<file path="config.mk">
export PLATFORM = sky130hd
export DESIGN_NAME = su4_outer_multiplicity_flat
export DESIGN_NICKNAME = d
export VERILOG_FILES = /design/src/rtl/su4om_pkg.sv /design/src/rtl/su4om_ifs.sv /design/src/rtl/su4om_pair_eval.sv /design/src/rtl/su4_outer_multiplicity.sv /design/src/flat_wrapper.sv
export SDC_FILE = /design/constraint.sdc
export NUM_CORES = 2
export LEC_CHECK = 0
export ABC_AREA = 0
export BUFFER_PORTS_ARGS = -buffer_cell sky130_fd_sc_hd__buf_2
export CAP_MARGIN = 40
export CORE_MARGIN = 4
export CORE_UTILIZATION = 35
export DETAILED_ROUTE_END_ITERATION = 7
export GPL_TIMING_DRIVEN = 0
export PLACE_DENSITY = 0.48
export SKIP_CTS_REPAIR_TIMING = 1
export SLEW_MARGIN = 20
export SYNTH_ARGS = -nofsm -noshare
export SYNTH_HDL_FRONTEND = slang
export SYNTH_SLANG_ARGS = --single-unit
</file>
<file path="constraint.sdc">
create_clock -name clk -period 20.8 [get_ports clk]
set_input_delay 1.04 -clock clk [delete_from_list [all_inputs] [get_ports clk]]
set_output_delay 1.04 -clock clk [all_outputs]
set_load 0.01 [all_outputs]
</file>
<file path="src/rtl/su4om_pkg.sv">
`timescale 1ns / 1ps
`default_nettype none

package su4om_pkg;

  localparam int LABEL_BITS_DEF = 8;
  localparam int MULT_BITS      = 24;
  localparam logic [MULT_BITS-1:0] MULT_MAX = {MULT_BITS{1'b1}};

  // Extra bits over the label width that keep every signed intermediate exact.
  localparam int WORK_EXTRA = 6;

  typedef struct packed {
    logic busy;
    logic valid;
  } pe_status_t;

endpackage

`default_nettype wire

</file>
<file path="src/rtl/su4om_ifs.sv">
`timescale 1ns / 1ps
`default_nettype none

interface su4om_item_if #(
  parameter int LABEL_BITS = su4om_pkg::LABEL_BITS_DEF
) ();
  logic                  valid;
  logic                  ready;
  logic [LABEL_BITS-1:0] factor_a_row1;
  logic [LABEL_BITS-1:0] factor_a_row2;
  logic [LABEL_BITS-1:0] factor_a_row3;
  logic [LABEL_BITS-1:0] factor_a_row4;
  logic [LABEL_BITS-1:0] factor_b_row1;
  logic [LABEL_BITS-1:0] factor_b_row2;
  logic [LABEL_BITS-1:0] factor_b_row3;
  logic [LABEL_BITS-1:0] factor_b_row4;
  logic [LABEL_BITS-1:0] target_row1;
  logic [LABEL_BITS-1:0] target_row2;
  logic [LABEL_BITS-1:0] target_row3;
  logic [LABEL_BITS-1:0] target_row4;

  modport source (
    output valid, factor_a_row1, factor_a_row2, factor_a_row3, factor_a_row4,
           factor_b_row1, factor_b_row2, factor_b_row3, factor_b_row4,
           target_row1, target_row2, target_row3, target_row4,
    input  ready
  );
  modport sink (
    input  valid, factor_a_row1, factor_a_row2, factor_a_row3, factor_a_row4,
           factor_b_row1, factor_b_row2, factor_b_row3, factor_b_row4,
           target_row1, target_row2, target_row3, target_row4,
    output ready
  );
endinterface

interface su4om_result_if ();
  logic                             valid;
  logic                             ready;
  logic [su4om_pkg::MULT_BITS-1:0]  multiplicity;
  logic                             box_mismatch;

  modport source (output valid, multiplicity, box_mismatch, input ready);
  modport sink (input valid, multiplicity, box_mismatch, output ready);
endinterface

`default_nettype wire

</file>
<file path="src/rtl/su4om_pair_eval.sv">
`timescale 1ns / 1ps
`default_nettype none

module su4om_pair_eval #(
  parameter int W = su4om_pkg::LABEL_BITS_DEF + su4om_pkg::WORK_EXTRA
) (
  input  wire logic                 clk,
  input  wire logic                 rst,
  input  wire logic                 issue,
  input  wire logic signed [W-1:0]  e1,
  input  wire logic signed [W-1:0]  e2,
  input  wire logic signed [W-1:0]  c0,
  input  wire logic signed [W-1:0]  c1,
  input  wire logic signed [W-1:0]  c2,
  input  wire logic signed [W-1:0]  c3,
  input  wire logic signed [W-1:0]  c4,
  input  wire logic signed [W-1:0]  u2,
  input  wire logic signed [W-1:0]  d1,
  input  wire logic signed [W-1:0]  d2,
  input  wire logic signed [W-1:0]  d3,
  output su4om_pkg::pe_status_t     status,
  output logic signed [W-1:0]       lo,
  output logic signed [W-1:0]       hi
);

  typedef logic signed [W-1:0] sval_t;

  function automatic sval_t smax(input sval_t a, input sval_t b);
    return (a > b) ? a : b;
  endfunction

  function automatic sval_t smin(input sval_t a, input sval_t b);
    return (a < b) ? a : b;
  endfunction

  logic  p1;
  logic  p2;
  sval_t t0, t1, t2, t3, t4;
  sval_t h0, h1, h3, h4;
  sval_t t3_adj;
  sval_t t6;
  sval_t lo_next;
  sval_t hi_next;

  // The half term truncates toward zero, so negative values are biased by one.
  always_comb begin
    t3_adj  = t3 + $signed({{(W-1){1'b0}}, t3[W-1]});
    t6      = t3_adj >>> 1;
    lo_next = smax(smax(smax(t0, t1), smax(t2, t3)), smax(smax(t4, '0), t6));
    hi_next = smin(smin(smin(h0, h1), smin(d2, h3)), h4);
  end

  always_ff @(posedge clk) begin
    if (rst) begin
      p1 <= 1'b0;
      p2 <= 1'b0;
    end else begin
      p1 <= issue;
      p2 <= p1;
    end
    t0 <= c0 + sval_t'({e2[W-2:0], 1'b0}) - e1;
    t1 <= c1 + e2 - e1;
    t2 <= c2 + e2;
    t3 <= c3 + e2;
    t4 <= c4 + e1;
    h0 <= u2 - e1;
    h1 <= d1 + e2;
    h3 <= d3 + e2 - e1;
    h4 <= u2 - e2;
    lo <= lo_next;
    hi <= hi_next;
  end

  assign status.busy  = p1 | p2;
  assign status.valid = p2;

endmodule

`default_nettype wire

</file>
<file path="src/rtl/su4_outer_multiplicity.sv">
`timescale 1ns / 1ps
`default_nettype none

// SU(4) outer-product multiplicity counter.
// The operand channel carries three four-row labels: factor A, factor B and
// the candidate target. The result channel returns the multiplicity and a
// flag that is set when the box surplus is negative or not a multiple of four.
// One transaction is processed at a time; operand.ready is high only while the
// block is idle. After acceptance, setup forms the row sums, checks the box,
// pads the target and computes the bound constants; a box mismatch goes
// straight to the result. Otherwise the sequencer visits each eta1 row in turn
// and issues each (eta1, eta2) pair to a two-stage bound evaluator, whose
// results are summed into the accumulator; it waits for the evaluator to drain
// before the result becomes valid. The result is held in the output register
// until result.ready is seen; a stalled receiver simply holds the block in that
// state. A synchronous reset returns the block to idle with no result pending.

module su4_outer_multiplicity #(
  parameter int LABEL_BITS = su4om_pkg::LABEL_BITS_DEF
) (
  input  wire logic       clk,
  input  wire logic       rst,
  su4om_item_if.sink      operand,
  su4om_result_if.source  result
);

  localparam int W    = LABEL_BITS + su4om_pkg::WORK_EXTRA;
  localparam int MB   = su4om_pkg::MULT_BITS;
  localparam int SUMW = ((W > MB) ? W : MB) + 1;

  typedef logic signed [W-1:0] sval_t;

  typedef enum logic [2:0] {
    S_IDLE, S_SUM, S_BOX, S_PAD, S_CONST, S_ROW, S_PAIR, S_OUT
  } state_t;

  function automatic sval_t ext(input logic [LABEL_BITS-1:0] x);
    return sval_t'({{(W-LABEL_BITS){1'b0}}, x});
  endfunction

  function automatic sval_t smax(input sval_t a, input sval_t b);
    return (a > b) ? a : b;
  endfunction

  function automatic sval_t smin(input sval_t a, input sval_t b);
    return (a < b) ? a : b;
  endfunction

  state_t state;
  logic   drain;
  logic   box;
  logic [MB-1:0] mult;

  sval_t l1, l2, l3, u1, u2, u3, v1, v2, v3;
  sval_t suml, sumu, sumv, sumvp, v4;
  sval_t c0, c1, c2, c3, c4, d1, d2, d3;
  sval_t e2off, e2cap;
  sval_t e1, e1hi, e2, e2hi;

  sval_t n4;
  sval_t e2lo_c;
  sval_t e2hi_c;
  logic  issue;
  sval_t lo, hi;
  sval_t span;
  logic [SUMW-1:0] acc_sum;
  su4om_pkg::pe_status_t pe_status;

  always_comb begin
    n4     = suml + sumu - sumv;
    e2lo_c = smax(e1 + e2off, '0);
    e2hi_c = smin(smin(e1, u3), e2cap);
    issue  = (state == S_PAIR);
    span   = hi - lo + sval_t'(1);
    acc_sum = {{(SUMW-MB){1'b0}}, mult} + {{(SUMW-W){1'b0}}, span};
  end

  su4om_pair_eval #(.W(W)) u_eval (
    .clk    (clk),
    .rst    (rst),
    .issue  (issue),
    .e1     (e1),
    .e2     (e2),
    .c0     (c0),
    .c1     (c1),
    .c2     (c2),
    .c3     (c3),
    .c4     (c4),
    .u2     (u2),
    .d1     (d1),
    .d2     (d2),
    .d3     (d3),
    .status (pe_status),
    .lo     (lo),
    .hi     (hi)
  );

  always_ff @(posedge clk) begin
    if (rst) begin
      state <= S_IDLE;
      drain <= 1'b0;
    end else begin
      if (pe_status.valid && (hi >= lo)) begin
        if (acc_sum > {{(SUMW-MB){1'b0}}, su4om_pkg::MULT_MAX}) begin
          mult <= su4om_pkg::MULT_MAX;
        end else begin
          mult <= acc_sum[MB-1:0];
        end
      end
      case (state)
        S_IDLE: begin
          if (operand.valid) begin
            l1 <= ext(operand.factor_a_row1) - ext(operand.factor_a_row4);
            l2 <= ext(operand.factor_a_row2) - ext(operand.factor_a_row4);
            l3 <= ext(operand.factor_a_row3) - ext(operand.factor_a_row4);
            u1 <= ext(operand.factor_b_row1) - ext(operand.factor_b_row4);
            u2 <= ext(operand.factor_b_row2) - ext(operand.factor_b_row4);
            u3 <= ext(operand.factor_b_row3) - ext(operand.factor_b_row4);
            v1 <= ext(operand.target_row1) - ext(operand.target_row4);
            v2 <= ext(operand.target_row2) - ext(operand.target_row4);
            v3 <= ext(operand.target_row3) - ext(operand.target_row4);
            state <= S_SUM;
          end
        end
        S_SUM: begin
          suml  <= l1 + l2 + l3;
          sumu  <= u1 + u2 + u3;
          sumv  <= v1 + v2 + v3;
          state <= S_BOX;
        end
        S_BOX: begin
          v4 <= n4 >>> 2;
          if (n4[W-1] || (n4[1:0] != 2'b00)) begin
            box   <= 1'b1;
            mult  <= '0;
            state <= S_OUT;
          end else begin
            box   <= 1'b0;
            state <= S_PAD;
          end
        end
        S_PAD: begin
          v1    <= v1 + v4;
          v2    <= v2 + v4;
          v3    <= v3 + v4;
          sumvp <= sumv + v4 + sval_t'({v4[W-2:0], 1'b0});
          state <= S_CONST;
        end
        S_CONST: begin
          c0    <= u2 + v4 - v3 - u3;
          c1    <= l3 + u2 - v3;
          c2    <= v4 - l3 - u3;
          c3    <= suml + sval_t'({u2[W-2:0], 1'b0}) - sumvp;
          c4    <= l1 + l2 + u2 - v1 - v2;
          d1    <= v4 - u3;
          d2    <= u2 - u3;
          d3    <= l2 - v3 + u2;
          e2off <= v3 - v2;
          e2cap <= v3 - v4;
          e1    <= smax('0, v2 - l1);
          e1hi  <= smin(v2 - l2, v1 - l1);
          mult  <= '0;
          drain <= 1'b0;
          state <= S_ROW;
        end
        S_ROW: begin
          if (drain || (e1 > e1hi)) begin
            drain <= 1'b1;
            if (!pe_status.busy && drain) begin
              state <= S_OUT;
            end
          end else if (e2lo_c <= e2hi_c) begin
            e2    <= e2lo_c;
            e2hi  <= e2hi_c;
            state <= S_PAIR;
          end else begin
            e1 <= e1 + sval_t'(1);
          end
        end
        S_PAIR: begin
          if (e2 == e2hi) begin
            e1    <= e1 + sval_t'(1);
            state <= S_ROW;
          end else begin
            e2 <= e2 + sval_t'(1);
          end
        end
        S_OUT: begin
          if (result.ready) begin
            state <= S_IDLE;
          end
        end
        default: begin
          state <= S_IDLE;
        end
      endcase
    end
  end

  assign operand.ready       = (state == S_IDLE);
  assign result.valid        = (state == S_OUT);
  assign result.multiplicity = mult;
  assign result.box_mismatch = box;

endmodule

`default_nettype wire

</file>
<file path="src/flat_wrapper.sv">
// flat-port wrapper written by rule: the top's interface ports become plain ports
module su4_outer_multiplicity_flat 
#(
  parameter int LABEL_BITS = su4om_pkg::LABEL_BITS_DEF
)
  (clk, rst, operand_valid, operand_factor_a_row1, operand_factor_a_row2, operand_factor_a_row3, operand_factor_a_row4, operand_factor_b_row1, operand_factor_b_row2, operand_factor_b_row3, operand_factor_b_row4, operand_target_row1, operand_target_row2, operand_target_row3, operand_target_row4, operand_ready, result_valid, result_multiplicity, result_box_mismatch, result_ready);
  su4om_item_if #(.LABEL_BITS(LABEL_BITS)) operand_i ();
  su4om_result_if result_i ();
  input  wire logic clk;
  input  wire logic rst;
  input wire logic [$bits(operand_i.valid)-1:0] operand_valid;
  input wire logic [$bits(operand_i.factor_a_row1)-1:0] operand_factor_a_row1;
  input wire logic [$bits(operand_i.factor_a_row2)-1:0] operand_factor_a_row2;
  input wire logic [$bits(operand_i.factor_a_row3)-1:0] operand_factor_a_row3;
  input wire logic [$bits(operand_i.factor_a_row4)-1:0] operand_factor_a_row4;
  input wire logic [$bits(operand_i.factor_b_row1)-1:0] operand_factor_b_row1;
  input wire logic [$bits(operand_i.factor_b_row2)-1:0] operand_factor_b_row2;
  input wire logic [$bits(operand_i.factor_b_row3)-1:0] operand_factor_b_row3;
  input wire logic [$bits(operand_i.factor_b_row4)-1:0] operand_factor_b_row4;
  input wire logic [$bits(operand_i.target_row1)-1:0] operand_target_row1;
  input wire logic [$bits(operand_i.target_row2)-1:0] operand_target_row2;
  input wire logic [$bits(operand_i.target_row3)-1:0] operand_target_row3;
  input wire logic [$bits(operand_i.target_row4)-1:0] operand_target_row4;
  output wire logic [$bits(operand_i.ready)-1:0] operand_ready;
  output wire logic [$bits(result_i.valid)-1:0] result_valid;
  output wire logic [$bits(result_i.multiplicity)-1:0] result_multiplicity;
  output wire logic [$bits(result_i.box_mismatch)-1:0] result_box_mismatch;
  input wire logic [$bits(result_i.ready)-1:0] result_ready;
  assign operand_i.valid = operand_valid;
  assign operand_i.factor_a_row1 = operand_factor_a_row1;
  assign operand_i.factor_a_row2 = operand_factor_a_row2;
  assign operand_i.factor_a_row3 = operand_factor_a_row3;
  assign operand_i.factor_a_row4 = operand_factor_a_row4;
  assign operand_i.factor_b_row1 = operand_factor_b_row1;
  assign operand_i.factor_b_row2 = operand_factor_b_row2;
  assign operand_i.factor_b_row3 = operand_factor_b_row3;
  assign operand_i.factor_b_row4 = operand_factor_b_row4;
  assign operand_i.target_row1 = operand_target_row1;
  assign operand_i.target_row2 = operand_target_row2;
  assign operand_i.target_row3 = operand_target_row3;
  assign operand_i.target_row4 = operand_target_row4;
  assign operand_ready = operand_i.ready;
  assign result_valid = result_i.valid;
  assign result_multiplicity = result_i.multiplicity;
  assign result_box_mismatch = result_i.box_mismatch;
  assign result_i.ready = result_ready;
  su4_outer_multiplicity #(.LABEL_BITS(LABEL_BITS)) u_core (.clk(clk), .rst(rst), .operand(operand_i), .result(result_i));
endmodule
</file>
==> reports/results.ini <==
[outcome]
status = finished, final reports clean

[power_and_ir_drop]
leakagePower_nw = 25.7
ir_worst_vdd_mv = 0.202
power_density_nw_per_um2 = 177

[cts]
cts_buffers = 72
path_clk_slew_ns = 0.07
cts_tree = yes
clockBufferDepth = 3
cts_htree_levels = 3
worstSkewPairLatency_ns = 0.68
cts-root-buf = clkbuf_16
cts_sinks = 545

[routing]
postRouteAntennaNets = 0
wl_per_cell_um = 22.1
vias = 37800
via_per_inst = 5.07
drc_errors = 0
drt_iter0_drc = 2183
first_pass_iters = 5
drt-total-wl_um = 165000

[min_path]
hold_start = u_core.u_eval.p1
hold_class = register to register
min_to = u_core.u_eval.p2
worstHoldPathCells = 1

[layout]
fin_nets = 6552
area_delta_synth_final_pct = 13.1
largest_reg_flops = 24
drive_above_1_share = 0.0744
final_util = 0.400
stdcell_count = 7444

[sta]
report.final.slew_viol_count = 0
fin_crit_sh = 0.479
holdWs_ns = 0.477
setup_viol = 0
period_minus_slack_ns = 9.96
fin_skew_ns = 0.0350
clock.fmax_mhz = 100
timing.setup.tns_ns = 0
max_slew_margin = 0.372
hold_viol = 0
tightest_slew_ns = 0.942
rsz0062_at_grt = false

[grt]
grt_usage = 0.222
first_global_vias = 38000
grt_pass1_wl_um = 242000
grtUsageMet1 = 0.286
grtUsageMet3 = 0.0245
grt_util_met2 = 0.383
grt_max_degree = 28
grt_overflow_total = 0
top_usage_layer = met2
antenna_found_initial = 5

[synth]
synth_warnings = 0
synth_fa_ha_area_frac = 0.272
synthMuxAreaShare = 0.0313
yosysSeqAreaShare = 0.298
synthTopCellsByArea = edfxtp_1, ha_1, fa_1
syn_inst = 5223
synth_area_per_cell_um2 = 9.50
synth_top_area_cell = edfxtp_1
synth-seq-cells = 545
synth_cell_types = 82
synth_top_family_by_area = adder cells
synth-main-ff-cell = edfxtp_1
synth_xor_xnor_area_share = 0.0814
yosys.area_share.simple = 0.112
syn-cell-area_um2 = 49600
synth_edf_count = 385
synth-compound-area-share = 0.136
synth_top_area_frac = 0.233
synthArstFlopShare = 0

[setup_path]
r2r-start = u_core.u3[12]
crit_required_ns = 21.16
r2r_end = u_core.e2[11]
path_class = register to register
rrSetupSlack_ns = 10.84
cp-end-kind = register
worstSetupStartpointType = register
worstPathArrival_ns = 10.33
cp_max_fo = 21
rr_worst_depth = 32
slowest_stage = edfxtp_1
slowest_delay_ns = 0.80

[die]
start_util = 0.354
rows = 137
die_h_um = 385
io_pins = 127
core_um2 = 140000
die_x_um = 385
dieArea_um2 = 148000

[placed_design]
dp_cells = 7309
gp_congestion = 0.920
dp_hpwl_um = 140000
portBuffers = 126

[run]
drv_cap = 0

[cell families after synthesis]
kind of cell             count (synthesis)
adder cells (fa/ha/maj)                944
flip-flops                             545
AO/OA/AOI/OAI                         1057
multiplexers                           145
XOR/XNOR                               461
buffers and inverters                  910
AND/OR/NAND/NOR                       1160
other                                    1
[where the power goes]
group / total, W / switching (W) / internal, W
Combinational: 0.00679 / 0.00402 / 0.00277
Clock: 0.00128 / 0.000528 / 0.000751
Sequential: 0.00188 / 0.000232 / 0.00164
Total: 0.00995 / 0.00478 / 0.00517
[stage by stage]
step           worst slack [ns]  area, um2  power (W)
2_1_floorplan              4.04      49600    0.00656
3_3_place_gp              -5.49      52600    0.00861
3_5_place_dp              11.04      53700    0.00869
4_1_cts                   11.00      56100     0.0100
5_1_grt                   10.45      56100     0.0108
6_report                  10.84      56100    0.00995
[area by class of cell]
type / count / area, um2
fill: 14100 / 84100
multi-input combinational: 3769 / 31500
sequential: 545 / 14800
inverter: 851 / 3190
tap: 1876 / 2350
clock buffer: 104 / 2150
timing repair buffer: 210 / 1640
clock inverter: 29 / 263
buffer: 59 / 245
antenna: 1 / 2.50
[synth_stat cells, types with 27 or more instances]
master / number
o41ai_1: 36
nand2_1: 195
edfxtp_1: 385
a21o_1: 125
fa_1: 227
inv_1: 851
a21boi_0: 67
nand4_1: 38
clkbuf_1: 49
dfxtp_1: 160
xnor2_1: 338
nand3_1: 67
mux2i_1: 97
nor2b_1: 108
nor3_1: 118
a211oi_1: 27
nand2b_1: 72
ha_1: 717
o21a_1: 40
o21ai_0: 278
and3_1: 43
xor2_1: 123
nor2_1: 423
a21oi_1: 257
[critical path: cells and delay by family, from the launching register on]
kind	cells	cell delay [ns]
muxes	2	0.91
AOI/OAI and AO/OA	18	4.68
buffers and inverters	4	1.52
adders and majority gates	3	1.12
and+or+nand+nor	5	0.57
DFF	1	0.80
[cell usage in the layout (no fill, tap or decap), types with 14 or more instances in the layout]
cell type,synthesis,final
or2_2,19,19
ha_1,717,717
fa_1,227,227
nand2_1,195,195
nand3_1,67,67
edfxtp_1,385,385
o31ai_1,26,26
a21boi_0,67,67
a21o_1,125,125
nor3_1,118,116
xor2_1,123,123
nor4_1,20,19
nand4_1,38,38
nor2_1,423,421
o41ai_1,36,36
mux2i_1,97,97
a31oi_1,21,20
a21oi_1,257,256
o21ai_0,278,278
nor2b_1,108,108
clkbuf_1,49,65
nand2b_1,72,72
and3_1,43,43
o21bai_1,21,21
mux2_2,24,24
or3_1,18,18
buf_8,0,27
o221ai_1,14,14
o21a_1,40,40
clkbuf_16,0,79
dfxtp_1,160,160
o211ai_1,22,22
a211oi_1,27,27
inv_1,851,849
buf_2,3,156
xnor2_1,338,338
o22ai_1,15,14
[worst max path at each step]
| stage | from | endpoint | depth (start not counted) |
|---|---|---|---|
| after CTS | u_core.u3[12] | u_core.e2[11] | 33 |
| final | u_core.u3[12] | u_core.e2[11] | 32 |
| after floorplan | rst | u_core.c0[0] | 2 |
| after global routing | u_core.u3[12] | u_core.e2[12] | 33 |
| after detailed placement | u_core.u3[12] | u_core.e2[11] | 33 |
| after global placement | rst | u_core.c0[13] | 3 |
[routing by layer]
layer	part of all wire	vias to the layer above
met1	0.44	18100
met4	0.043	0
met2	0.48	791
met5	0	-
li1	-	18600
met3	0.037	231
No activity file was read; power rests on OpenSTA's default activity.
